### src/lbp_pkg.sv
// Package for the 3x3 local binary pattern stream block.
// Holds the request types, register indexes and shared constants.
// Used by every module under src.
`default_nettype none

package lbp_pkg;

    localparam int PIXEL_BITS    = 8;
    localparam int MAX_WIDTH_DEF = 1024;
    localparam int HEIGHT_LIMIT  = 1024;
    localparam int ROW_BITS      = 10;
    localparam int CFG_BITS      = 11;
    localparam int CODE_BITS     = 8;

    localparam logic REG_FRAME_WIDTH  = 1'b0;
    localparam logic REG_FRAME_HEIGHT = 1'b1;

    localparam logic [CFG_BITS-1:0] FRAME_WIDTH_RESET  = 11'd640;
    localparam logic [CFG_BITS-1:0] FRAME_HEIGHT_RESET = 11'd480;

    typedef struct packed {
        logic [PIXEL_BITS-1:0] pixel;
        logic                  frame_start;
    } pixel_req_t;

    typedef struct packed {
        logic [CODE_BITS-1:0] lbp_code;
        logic                 row_end;
        logic                 frame_end;
    } code_req_t;

    typedef struct packed {
        logic has_code;
        logic last_col;
        logic last_row;
    } scan_info_t;

endpackage

`default_nettype wire

### src/lbp_scan.sv
// Raster position tracking and frame size registers.
// Clamps the configured size and flags the border, the last column and the last row.
// Depends on lbp_pkg.
`default_nettype none

module lbp_scan #(
    parameter int MAX_WIDTH = lbp_pkg::MAX_WIDTH_DEF,
    parameter int CW        = $clog2(MAX_WIDTH)
) (
    input  wire logic                         clk,
    input  wire logic                         rst_n,
    input  wire logic                         cfg_we,
    input  wire logic                         cfg_index,
    input  wire logic [lbp_pkg::CFG_BITS-1:0] cfg_data,
    input  wire logic                         step,
    input  wire logic                         frame_start,
    output logic      [CW-1:0]                col,
    output lbp_pkg::scan_info_t               info
);
    import lbp_pkg::*;

    localparam int CMPW = (CW + 1 > CFG_BITS) ? CW + 1 : CFG_BITS;

    logic [CFG_BITS-1:0] frame_width_reg;
    logic [CFG_BITS-1:0] frame_height_reg;
    logic [CW-1:0]       col_reg, col_next;
    logic [ROW_BITS-1:0] row_reg, row_next;
    logic [ROW_BITS-1:0] row;
    logic [CMPW-1:0]     fw_ext;
    logic [CW-1:0]       wlast;
    logic [ROW_BITS-1:0] hlast;

    always_ff @(posedge clk or negedge rst_n)
    begin
        if (!rst_n)
        begin
            frame_width_reg  <= FRAME_WIDTH_RESET;
            frame_height_reg <= FRAME_HEIGHT_RESET;
        end
        else if (cfg_we)
        begin
            unique case (cfg_index)
                REG_FRAME_WIDTH:  frame_width_reg  <= cfg_data;
                REG_FRAME_HEIGHT: frame_height_reg <= cfg_data;
                default:          ;
            endcase
        end
    end

    always_comb
    begin
        fw_ext = CMPW'(frame_width_reg);
        if (fw_ext < CMPW'(3))
            wlast = CW'(2);
        else if (fw_ext > CMPW'(MAX_WIDTH))
            wlast = CW'(MAX_WIDTH - 1);
        else
            wlast = CW'(fw_ext - CMPW'(1));

        if (frame_height_reg < CFG_BITS'(3))
            hlast = ROW_BITS'(2);
        else if (frame_height_reg > CFG_BITS'(HEIGHT_LIMIT))
            hlast = ROW_BITS'(HEIGHT_LIMIT - 1);
        else
            hlast = ROW_BITS'(frame_height_reg - CFG_BITS'(1));
    end

    always_comb
    begin
        col = frame_start ? '0 : col_reg;
        row = frame_start ? '0 : row_reg;
        info.last_col = (col >= wlast);
        info.last_row = (row >= hlast);
        info.has_code = (row >= ROW_BITS'(2)) && (col >= CW'(2));
        if (info.last_col)
        begin
            col_next = '0;
            row_next = info.last_row ? '0 : row + ROW_BITS'(1);
        end
        else
        begin
            col_next = col + CW'(1);
            row_next = row;
        end
    end

    always_ff @(posedge clk or negedge rst_n)
    begin
        if (!rst_n)
        begin
            col_reg <= '0;
            row_reg <= '0;
        end
        else if (step)
        begin
            col_reg <= col_next;
            row_reg <= row_next;
        end
    end

endmodule

`default_nettype wire

### config.mk
export PLATFORM = sky130hd
export DESIGN_NAME = lbp_scan
export DESIGN_NICKNAME = d
export VERILOG_FILES = /design/src/lbp_pkg.sv /design/src/lbp_scan.sv
export SDC_FILE = /design/constraint.sdc
export NUM_CORES = 1
export LEC_CHECK = 0
export ABC_AREA = 0
export BUFFER_PORTS_ARGS = -buffer_cell sky130_fd_sc_hd__buf_2
export CAP_MARGIN = 20
export CELL_PAD_IN_SITES_DETAIL_PLACEMENT = 1
export CELL_PAD_IN_SITES_GLOBAL_PLACEMENT = 2
export CORE_ASPECT_RATIO = 0.75
export CORE_MARGIN = 2
export CORE_UTILIZATION = 40
export DETAILED_ROUTE_END_ITERATION = 16
export GPL_TIMING_DRIVEN = 0
export PLACE_DENSITY = 0.85
export SLEW_MARGIN = 15
export SYNTH_ARGS = -nofsm -noshare
export SYNTH_HDL_FRONTEND = slang
export SYNTH_SLANG_ARGS = --single-unit
### constraint.sdc
create_clock -name clk -period 8.4 [get_ports clk]
set_input_delay 1.26 -clock clk [delete_from_list [all_inputs] [get_ports clk]]
set_output_delay 1.26 -clock clk [all_outputs]
set_load 0.03 [all_outputs]
==> run_results.csv <==
group,metric,value,unit
worst_hold_path,hold_depth,1,
floorplan,ioPinCount,30,
synthesis,synthCells,346,
synthesis,synthAdderAreaFrac,10.64,%
synthesis,yosys.area_share.xor_xnor,4.585,%
drt,routedWlPerCell,17.80,um
floorplan,dieArea,8364,sq um
worst_setup_path,worst_setup_path_start_kind,"input port",
worst_setup_path,crit_type,"in -> out",
clock_tree,htree_num_levels,2,
grt,grt_start_max_net_pins,43,
power,fin_total_pwr,0.5484,mW
synthesis,async_reset_ff_share,100.0,%
power,power_frac_comb,27.0,%
synthesis,synthSimpleGateAreaFrac,22.76,%
sta,timing.fmax,0.1909,GHz
power,pwr-share-seq,47.0,%
synthesis,synth_cell_type_count,48,
synthesis,synth_top_family_by_area,"simple AND/OR/NAND/NOR gates",
synthesis,synth_nets,389,
worst_setup_path,worstPathArrival,3.98,ns
worst_setup_path,cp.required,7.14,ns
clock_tree,hold_buffers,0,
finish,drive_above_1_share,18.54,%
power,clockPowerShare,26.1,%
grt,grt_antenna_before_repair,0,
synthesis,ys_seq_area_share,34.63,%
sta,setup_tns,0,ns
power,internal_power,0.3573,mW
place,hpwl,6.660,mm
finish,utilization,46.48,%
clock_tree,post_cts_buffers,0,
power,switchingPower,0.1912,mW
worst_setup_path,rr_worst_depth,13,
sta,fin_skew,0.01350,ns
sta,tightestPinTransition,0.9780,ns
sta,grt_setup_unrepaired,"false",
place,gp_congestion,0.8373,
power,p_per_area,160.2,nW/um^2
synthesis,synth_area_leaders,"dfrtp_1, ha_1, mux2_2",
place,dp_worst_setup_slack,3.219,ns
synthesis,synth_area_per_cell,8.834,sq um
worst_setup_path,cp_max_fo,10,
sta,hold_viol_final,0,
clock_tree,root_buffer,"clkbuf_8",
outcome,status,"complete, no violations",
clock_tree,cts_sinks,42,
drt,drc,0,
clock_tree,insertion_delay,0.30,ns
sta,layout_worst_path_cycle_share,62.36,%
sta,setup_viol,0,
sta,slew_headroom,34.80,%
grt,grt_first_pass_wirelength,14.35,mm
clock_tree,cts_inserted_buffers,5,
finish,final_cell_mix,"nand2_1, dfrtp_1, buf_2",
place,numPortBuffers,29,
grt,grt.overflow.total,0,
finish,nNetsFinal,425,
power,irDropWorstVdd,0.06686,mV
sta,final.min_clock_period,5.238,ns
floorplan,die_h,79.71,um
synthesis,synth-compound-area-share,15.68,%
floorplan,core_area,7365,sq um
grt,grt_pass1_vias,2727,
finish,n_antenna_cell,0,
clock_tree,clk_pin_slew,0.10,ns
sta,drv_slew,0,
synthesis,synth.top_cell.area_share,29.47,%
drt,ant_nets,0,
place,dp_cells,476,
power,p_leak,1.577,nW
synthesis,ys_seq_elements,42,
drt,dr_total_vias,2704,
grt,grt.total_usage,21.67,%
drt,drt_iter0_drc,94,
synthesis,yosys_warnings,0,
job,cap_violations,0,
floorplan,start_util,41.51,%
clock_tree,post_cts_resized,0,
sta,setup_ws,3.162,ns
floorplan,die_w,104.9,um
synthesis,synth.largest_area_cell,"dfrtp_1",
synthesis,syn_area,3057,sq um
synthesis,muxShareOfSynthArea,8.023,%
drt,wl,8.614,mm
drt,vias_per_cell,5.587,
worst_hold_path,min_path_type,"reg -> reg",
synthesis,synth_enable_flop_cells,0,
floorplan,rows,27,
finish,final_cells,484,
finish,areaGrowthSynthToFinish,11.99,%
clock_tree,cts_tree,"yes",
worst_setup_path,end_kind,"output pin",
drt,dr.pass1.iters,4,
synthesis,yosys_most_used_dff,"dfrtp_1",
clock_tree,cts-root-to-sink-buffers,2,
power,p_sw_share,34.85,%
==> cell usage after synthesis (all sizes together), types with 3 or more instances <==
master   number
dfrtp        36
nand2        36
o21ai        28
ha           26
nor2         24
mux2         20
inv          17
nand3        17
nor2b        17
xor2         12
a21oi        11
nor3         11
and3          9
nor4          9
clkbuf        7
a211oi        6
dfstp         6
nand4         6
buf           4
o2bb2ai       4
xnor2         4
a32oi         3
a41oi         3
nand2b        3
==> metal layers <==
layer | global-route usage (%) | wire length (um)
met1 | 32.72 | 4549
met2 | 32.27 | 3704
met3 | 4.245 | 291
met4 | 3.867 | 68
met5 | 0 | 0
==> stage by stage <==
| step | hold slack, ns | instance area (sq um) |
|---|---|---|
| detailed placement | 0.4832 | 3328 |
| finish | 0.4974 | 3423 |
| CTS | 0.5049 | 3423 |
| floorplan | 0.4486 | 3057 |
| global placement | 0.4703 | 3328 |
| global route | 0.5150 | 3423 |
==> final timing paths <==
path,start,to,slack [ns]
worst max-delay path,frame_start,info[1],3.16
worst min-delay path,col_reg[9]$_DFFE_PN0P_,col_reg[9]$_DFFE_PN0P_,0.50
worst max register to register,frame_width_reg[6]$_DFFE_PN0P_,row_reg[1]$_DFFE_PN0P_,4.71
worst min register to register,col_reg[9]$_DFFE_PN0P_,col_reg[9]$_DFFE_PN0P_,0.50
max in group asynchronous,rst_n,frame_width_reg[5]$_DFFE_PN0P_,6.68
min in group asynchronous,rst_n,row_reg[6]$_DFFE_PN0P_,1.11
==> cells by family after synthesis <==
logic type	count (synthesis)
AOI/OAI and AO/OA	73
DFF	42
muxes	22
adders and majority gates	26
and+or+nand+nor	138
xor gates and xnor gates	16
buffers and inverters	29
==> power by group through the flow <==
| stage | Clock [mW] | Sequential (mW) | Combinational [mW] |
|---|---|---|---|
| after global placement | 0 | 0.260 | 0.143 |
| after floorplan | 0 | 0.252 | 0.107 |
| after global routing | 0.154 | 0.263 | 0.168 |
| after detailed placement | 0 | 0.262 | 0.149 |
| final | 0.143 | 0.258 | 0.148 |
| after CTS | 0.148 | 0.258 | 0.150 |
==> critical path: stages <==
cell and delay (ns):
buf_2 0.20, clkbuf_1 0.44, nor2b_1 0.21, ha_1 0.37
nand4_1 0.15, nor3_1 0.53, nor2_4 0.15, inv_2 0.13
buf_2 0.28, buf_2 0.25
==> cell type report <==
| cell class | instances | area (sq um) |
|---|---|---|
| Fill cell | 915 | 3941 |
| Multi-Input combinational cell | 275 | 1886 |
| Sequential cell | 42 | 1059 |
| Timing Repair Buffer | 29 | 145.1 |
| Tap cell | 101 | 126.4 |
| Clock buffer | 6 | 82.58 |
| Inverter | 18 | 67.56 |
| Buffer | 11 | 45.04 |
| Clock inverter | 2 | 12.51 |
(Power assumes the default switching activity.)
