$ cat config.mk
export PLATFORM = sky130hd
export DESIGN_NAME = lbp_window
export DESIGN_NICKNAME = d
export VERILOG_FILES = /design/src/lbp_pkg.sv /design/src/lbp_window.sv
export SDC_FILE = /design/constraint.sdc
export NUM_CORES = 1
export LEC_CHECK = 0
export BUFFER_PORTS_ARGS = -buffer_cell sky130_fd_sc_hd__buf_2
export CAP_MARGIN = 20
export CORE_UTILIZATION = 55
export CTS_BUF_LIST = sky130_fd_sc_hd__clkbuf_16
export DETAILED_ROUTE_END_ITERATION = 10
export PLACE_DENSITY = 0.75
export SYNTH_ARGS = -nofsm -noshare
export SYNTH_HDL_FRONTEND = slang
export SYNTH_SLANG_ARGS = --single-unit
$ cat constraint.sdc
create_clock -name clk -period 1.88 [get_ports clk]
set_clock_uncertainty 0.1 [all_clocks]
set_input_delay 0.282 -clock clk [delete_from_list [all_inputs] [get_ports clk]]
set_output_delay 0.282 -clock clk [all_outputs]
set_load 0.005 [all_outputs]
$ cat src/lbp_pkg.sv
// Package for the 3x3 local binary pattern stream block.
// Holds the request types, register indexes and shared constants.
// Used by every module under src.
`default_nettype none

package lbp_pkg;

    localparam int PIXEL_BITS    = 8;
    localparam int MAX_WIDTH_DEF = 1024;
    localparam int HEIGHT_LIMIT  = 1024;
    localparam int ROW_BITS      = 10;
    localparam int CFG_BITS      = 11;
    localparam int CODE_BITS     = 8;

    localparam logic REG_FRAME_WIDTH  = 1'b0;
    localparam logic REG_FRAME_HEIGHT = 1'b1;

    localparam logic [CFG_BITS-1:0] FRAME_WIDTH_RESET  = 11'd640;
    localparam logic [CFG_BITS-1:0] FRAME_HEIGHT_RESET = 11'd480;

    typedef struct packed {
        logic [PIXEL_BITS-1:0] pixel;
        logic                  frame_start;
    } pixel_req_t;

    typedef struct packed {
        logic [CODE_BITS-1:0] lbp_code;
        logic                 row_end;
        logic                 frame_end;
    } code_req_t;

    typedef struct packed {
        logic has_code;
        logic last_col;
        logic last_row;
    } scan_info_t;

endpackage

`default_nettype wire

$ cat src/lbp_window.sv
// 3x3 window registers and the neighbor comparison.
// The right column comes straight from the line stores and the new pixel.
// Depends on lbp_pkg.
`default_nettype none

module lbp_window (
    input  wire logic                           clk,
    input  wire logic                           rst_n,
    input  wire logic                           shift,
    input  wire logic [lbp_pkg::PIXEL_BITS-1:0] up,
    input  wire logic [lbp_pkg::PIXEL_BITS-1:0] mid,
    input  wire logic [lbp_pkg::PIXEL_BITS-1:0] px,
    output logic      [lbp_pkg::CODE_BITS-1:0]  code
);
    import lbp_pkg::*;

    logic [PIXEL_BITS-1:0] left_reg [3];
    logic [PIXEL_BITS-1:0] centre_reg [3];
    logic [PIXEL_BITS-1:0] ctr;

    always_comb
    begin
        ctr     = centre_reg[1];
        code[7] = left_reg[0] > ctr;
        code[6] = centre_reg[0] > ctr;
        code[5] = up > ctr;
        code[4] = mid > ctr;
        code[3] = px > ctr;
        code[2] = centre_reg[2] > ctr;
        code[1] = left_reg[2] > ctr;
        code[0] = left_reg[1] > ctr;
    end

    always_ff @(posedge clk or negedge rst_n)
    begin
        if (!rst_n)
        begin
            for (int i = 0; i < 3; i++)
            begin
                left_reg[i]   <= '0;
                centre_reg[i] <= '0;
            end
        end
        else if (shift)
        begin
            left_reg      <= centre_reg;
            centre_reg[0] <= up;
            centre_reg[1] <= mid;
            centre_reg[2] <= px;
        end
    end

endmodule

`default_nettype wire

==> qor.txt, run 1 <==
DR vias - 2407
Min cycle time layout - 2280 ps
Dpl cells - 394
DIE WIDTH - 79.53 um
ANT nets after route - 0
Top post-synthesis cells by count - ha_1 (64), dfrtp_1 (48), mux2_4 (36)
Final instance area - 4038 um2
Area contributors post-synth - dfrtp_1 (36%), ha_1 (24%), mux2_4 (16%)
Crit. End Element - output port
HPWL after detailed placement - 4996 um
EDFF count, synth - 0
Fmax achieved - 438.7 MHz
Routed WL - 7771 um
CTS sink cnt - 48
Die area - 6324 um2
Leakage - 0.001909 uW
Syn Std Cell Area - 3306 um2
CTS Buf Count - 5
Worst-Margin Slew - 455.2 ps
Final worst slack - -399.6 ps
CP Cell Sequence - inv_4 -> buf_12 -> ha_4 -> nor2b_4 -> o211ai_1 -> a21oi_1 -> o22a_1 -> buf_2
All-Layer GR Usage - 25.34%
Placeable Area - 5642 um2
Critical path class - flip-flop to output port
Final GP Congestion - 0.8228
Max clock buf depth - 2
Rows - 27
H-tree Lvls - 2
Post-Syn Instances - 282
Worst path arrival time - 1900 ps
Critical path's top delay family - compound AO/OA/AOI/OAI gates
Hold Crit Class - primary input to flip-flop
Async SR Flop Fraction - 100.0%
Diode count - 0
Slew HR - 69.65%
Warnings, synthesis - 0
First-pass DRT Iterations - 4
Final total power - 3274 uW
Maximum number of pins on one net before global-route repair - 61
CP Buf/Inv Count - 3
Total stage count of the critical path - 8
Yosys top cell area share - 36.34%
Vias in the first global route - 2440
Port Buffers - 34
Total congestion overflow - 0
Syn_nets - 373
NumNets Final - 425
Mean Syn Cell Area - 11.72 um2
Clock Pin Slew Worst Setup and Hold Paths - 70 ps
Antenna violations before repair - 0
Final worst path period share - 121.3%
Clk_lat worst skew - 300 ps
Ports - 35
First-pass GRT wire length - 11920 um
DRC viols - 0
Slew Viols, Final - 0
Initial core utilization - 58.59%
Number of flip-flops in the largest register - 24
Area grow syn2layout - 22.14%
FF-to-FF path depth - 1
Clock root buffer - clkbuf_16
DP Area - 3622 um2
Synthesized flop and latch total - 48
Sequential area share after synthesis - 36.34%
CTS tree - built
Non-filler cells, final - 407
Synth area leader - dfrtp_1
Worst Path Max Fanout - 5
Critical-path top delay cell - dfrtp_1
Worst EP required - 1500 ps
Crit start category - flip-flop
Top FF cell, synth - dfrtp_1
Outcome - complete, but fails checks
DRT iter0 DRCs - 242
CP max stage delay - 400 ps
Die Y - 79.53 um
Pwr dens - 810.8 nW/um2
RSZ-0062 raised after global routing - yes
Worst hold path stage count - 3
Worst IR Drop VDD - 0.5181 mV
Failing checks - negative setup slack
Max Cap Violations - 0
Share of layout cells above drive strength 1 - 35.52%
Setup Viol. Count Final - 8
Dominant cell by count in the synthesized netlist - ha_1
Yosys cell types - 15
Post-Place Worst Slack - -136.8 ps
Via density - 5.914
Routed wire per std cell - 19.09 um
Final hold vios - 0
final cells by class:
class	count	area [um2]
Multi-Input combinational cell	212	2157
Tap cell	72	90.09
Clock inverter	3	18.77
Fill cell	374	1604
Clock buffer	5	125.1
Inverter	15	58.81
Timing Repair Buffer	52	385.4
Sequential cell	48	1202
metal layers:
metal	share of wire (%)	GRT usage [%]	vias up
met3	4.3	3.543	19
met5	0	0	-
met1	45	33.43	1163
li1	-	-	1158
met4	2.2	9.636	0
met2	49	41.97	67
cell usage in the layout, fill, tap and decap left out, drive strengths merged:
| cell | count |
|---|---|
| inv | 15 |
| a21oi | 32 |
| nand2 | 20 |
| dfrtp | 48 |
| nor2b | 8 |
| nand4 | 16 |
| ha | 64 |
| o21ai | 20 |
| o211ai | 8 |
| clkinv | 1 |
| clkbuf | 5 |
| mux2 | 36 |
| o22a | 8 |
| dlygate4sd3 | 1 |
| clkinvlp | 2 |
| buf | 51 |
logic make-up after synthesis:
family          Yosys count  share of synthesized area [%]
mux                      36                          16.35
compound gates           68                          11.81
simple gates             44                          6.813
fa+ha+maj                64                          24.22
buf+inv                  22                          4.466
flops                    48                          36.34
repair_timing:
item,CTS,global route
hold buffers,1,0
setup endpoints to repair,8,8
buffers inserted,0,4
endpoints found under the hold margin,16,0
resized for setup,7,29
pin swaps,1,11
cloned,0,0
path summary, 6_finish.rpt:
path / start / end / slack [ps]
min in group asynchronous: rst_n / left_reg[4] / 380
setup / recovery: ctr[1] / code[5] / -400
hold reg to reg: centre_reg[16] / left_reg[16] / 380
setup reg to reg: ctr[0] / ctr[0] / 870
hold / removal: mid[6] / ctr[6] / 120
max in group asynchronous: rst_n / centre_reg[21] / 760
power breakdown:
part,switching (uW),total (uW),internal (uW)
Clock,407,896,489
Sequential,115,1270,1160
Combinational,521,1110,585
per-stage QoR:
stage	util [%]	TNS (ps)	hold slack [ps]
after detailed placement	64.20	-819.2	149.8
final	71.57	-2664	119.7
after floorplan	-	0	-113.6
after global placement	64.20	-486.2	145.8
after global routing	71.57	-3095	130.8
after CTS	67.11	-2229	122.1
No activity file was read; power rests on OpenSTA's default activity.
==> run 2: changes to the inputs <==
--- a/config.mk
+++ b/config.mk
@@ -7,2 +7,3 @@
 export LEC_CHECK = 0
+export ABC_CLOCK_PERIOD_IN_PS = 1880
 export BUFFER_PORTS_ARGS = -buffer_cell sky130_fd_sc_hd__buf_2
==> constraint.sdc (replaced) <==
create_clock -name clk -period 1.88 [get_ports clk]
set_clock_uncertainty 0.1 [all_clocks]
set_input_delay 0.094 -clock clk [delete_from_list [all_inputs] [get_ports clk]]
set_output_delay 0.094 -clock clk [all_outputs]
set_load 0.005 [all_outputs]
==> run 2 against run 1 <==
Net effect:
- the run still ends with negative setup slack left
- combinational power barely moved
- worst setup slack improved by 110 ps
- sequential power about the same
- maximum frequency rose by 5.3%
- global-route usage increased by 1.8 points
- cell area increased by 5.0%
- highest routed layer unchanged
==> qor.txt, run 2 (synthesis gave the netlist of run 1 again) <==
Outcome - complete, but fails checks
Failing checks - negative setup slack
Clk_lat worst skew - 280 ps (-20 ps)
Worst-Margin Slew - 612.5 ps (+157.3 ps)
Routed WL - 7934 um (+2.1%)
First-pass DRT Iterations - 5 (+1)
Placeable Area - 5642 um2 (unchanged)
Final GP Congestion - 0.7992 (-2.9%)
Register-to-register setup slack - 750 ps (-120 ps)
R2R Path End - ctr[1]
HPWL after detailed placement - 5037 um (+0.82%)
Max clock buf depth - 2 (unchanged)
Final hold slack - 9.255 ps (-110.4 ps)
Setup Viol. Count Final - 8 (unchanged)
Busiest layer in global routing - met2
Slew HR - 59.16% (-10 points)
Pwr dens - 797.0 nW/um2 (-1.7%)
Vias in the first global route - 2612 (+7.0%)
Initial core utilization - 58.59% (unchanged)
Max Cap Violations - 0 (unchanged)
Share of layout cells above drive strength 1 - 32.69% (-2.8 points)
CTS Buf Count - 5 (unchanged)
Fmax achieved - 461.8 MHz (+5.3%)
Final hold vios - 0 (unchanged)
Antenna violations before repair - 0 (unchanged)
Ports - 35 (unchanged)
Worst EP required - 1690 ps (+190 ps)
DRT iter0 DRCs - 125 (-48%)
Crit start category - flip-flop
Via density - 5.864 (-0.85%)
Area grow syn2layout - 28.27%
Final worst slack - -285.4 ps (+114.1 ps)
Crit. End Element - output port
RSZ-0062 raised after global routing - yes
All-Layer GR Usage - 27.11% (+1.8 points)
FF-to-FF path depth - 3 (+2)
Die Y - 79.53 um (unchanged)
Critical path's top delay family - compound AO/OA/AOI/OAI gates
Total stage count of the critical path - 8 (unchanged)
CP Cell Sequence - buf_6 -> clkinvlp_4 -> ha_4 -> nor2b_4 -> o211ai_1 -> a21oi_1 -> o22a_1 -> buf_2
DR vias - 2539 (+5.5%)
Crit path from - ctr[1]
Reg2reg start - ctr[1]
Maximum number of pins on one net before global-route repair - 32 (-48%)
Post-route core utilization - 75.16% (+3.6 points)
Most frequent cells in the layout - ha_1 (54), dfrtp_1 (46), mux2_4 (36)
Slew Viols, Final - 0 (unchanged)
GR Layer Usage met3 - 4.800% (+1.3 points)
Final total power - 3380 uW (+3.2%)
Critical-path top delay cell - dfrtp_2
Critical path class - flip-flop to output port
Routed wire per std cell - 18.32 um (-4.0%)
CTS tree - built
Final worst path period share - 115.2% (-6.1 points)
Port Buffers - 34 (unchanged)
Diode count - 0 (unchanged)
NumNets Final - 451 (+6.1%)
Worst Path Max Fanout - 4 (-1)
Worst hold path stage count - 2 (-1)
Worst IR Drop VDD - 0.5794 mV (+12%)
DRC viols - 0 (unchanged)
CP max stage delay - 420 ps (+20 ps)
Die area - 6324 um2 (unchanged)
Min cycle time layout - 2165 ps (-114.1 ps)
Most common cell after layout, fill and taps aside - ha_1
Crit path capture - code[5]
Total congestion overflow - 0 (unchanged)
CP Buf/Inv Count - 3 (unchanged)
Number of flip-flops in the largest register - 24 (unchanged)
Clock Pin Slew Worst Setup and Hold Paths - 60 ps (about the same)
Clock root buffer - clkbuf_16
Leakage - 0.002019 uW (+5.8%)
DIE WIDTH - 79.53 um (unchanged)
CTS sink cnt - 48 (unchanged)
Hold Crit Class - primary input to flip-flop
ANT nets after route - 0 (unchanged)
H-tree Lvls - 2 (unchanged)
Rows - 27 (unchanged)
GR met1 Demand/Resource - 34.93% (+1.5 points)
Worst path arrival time - 1970 ps (+70 ps)
Post-Place Worst Slack - 68.72 ps (+205.6 ps)
Final TNS setup - -1900 ps (+763.4 ps)
First-pass GRT wire length - 12910 um (+8.3%)
GR Layer Usage met2 - 45.21% (+3.2 points)
run 2: cell count changes in the layout (fill, tap and decap cells not counted), moves of 3 or more:
cell	change
a21oi_2	-4
o21ai_1	-3
buf_12	-3
nor2b_1	-3
dlygate4sd3_1	+23
o21ai_0	+3
a21oi_1	+4
ha_1	+3
buf_4	+5
ha_4	-3
run 2: how the worst min path moves through the flow:
stage | start | to | slack, ps
5_1_grt | up[1] | centre_reg[17] | 5
3_3_place_gp | rst_n | centre_reg[5] | 20
2_1_floorplan | rst_n | centre_reg[0] | -300
3_5_place_dp | rst_n | centre_reg[5] | 30
4_1_cts | up[1] | centre_reg[17] | 9
6_report | up[1] | centre_reg[17] | 9
run 2: final cells by class:
| class | instances | area (um2) |
|---|---|---|
| Timing Repair inverter | 2 | 15.01 |
| Sequential cell | 48 | 1204 |
| Tap cell | 72 | 90.09 |
| Fill cell | 333 | 1401 |
| Clock buffer | 5 | 125.1 |
| Multi-Input combinational cell | 212 | 2122 |
| Clock inverter | 3 | 38.79 |
| Inverter | 15 | 63.81 |
| Timing Repair Buffer | 76 | 581.8 |
run 2: where the power goes:
group | leakage (uW) | total, uW | internal, uW | switching (uW)
clock | 0.0000850 | 992 | 620 | 372
combinational | 0.00137 | 1120 | 600 | 518
sequential | 0.000569 | 1270 | 1160 | 112
total | 0.00202 | 3380 | 2380 | 1000
run 2: through the flow:
step,std cells,instance area (um2)
after floorplan,282,3306
after global placement,393,3590
after detailed placement,393,3590
after CTS,432,4188
after global routing,433,4240
final,433,4240
run 2: layer usage:
layer,wire [um],vias up
li1,-,1210
met4,225,0
met5,0,-
met3,363,24
met2,3905,82
met1,3440,1223
run 2: worst register-to-register path: cells and delay by family (launching register included):
kind | cells | cell delay (ps)
flops | 1 | 420
buf+inv | 2 | 310
compound gates | 1 | 220
run 2: repair_timing:
action | CTS | global route
gates resized for setup | 21 | 10
pin swaps | 6 | 10
setup buffers | 5 | 1
hold buffers | 24 | 0
endpoints found under the setup margin | 8 | 8
gates cloned | 2 | 0
hold endpoints to repair | 47 | 0
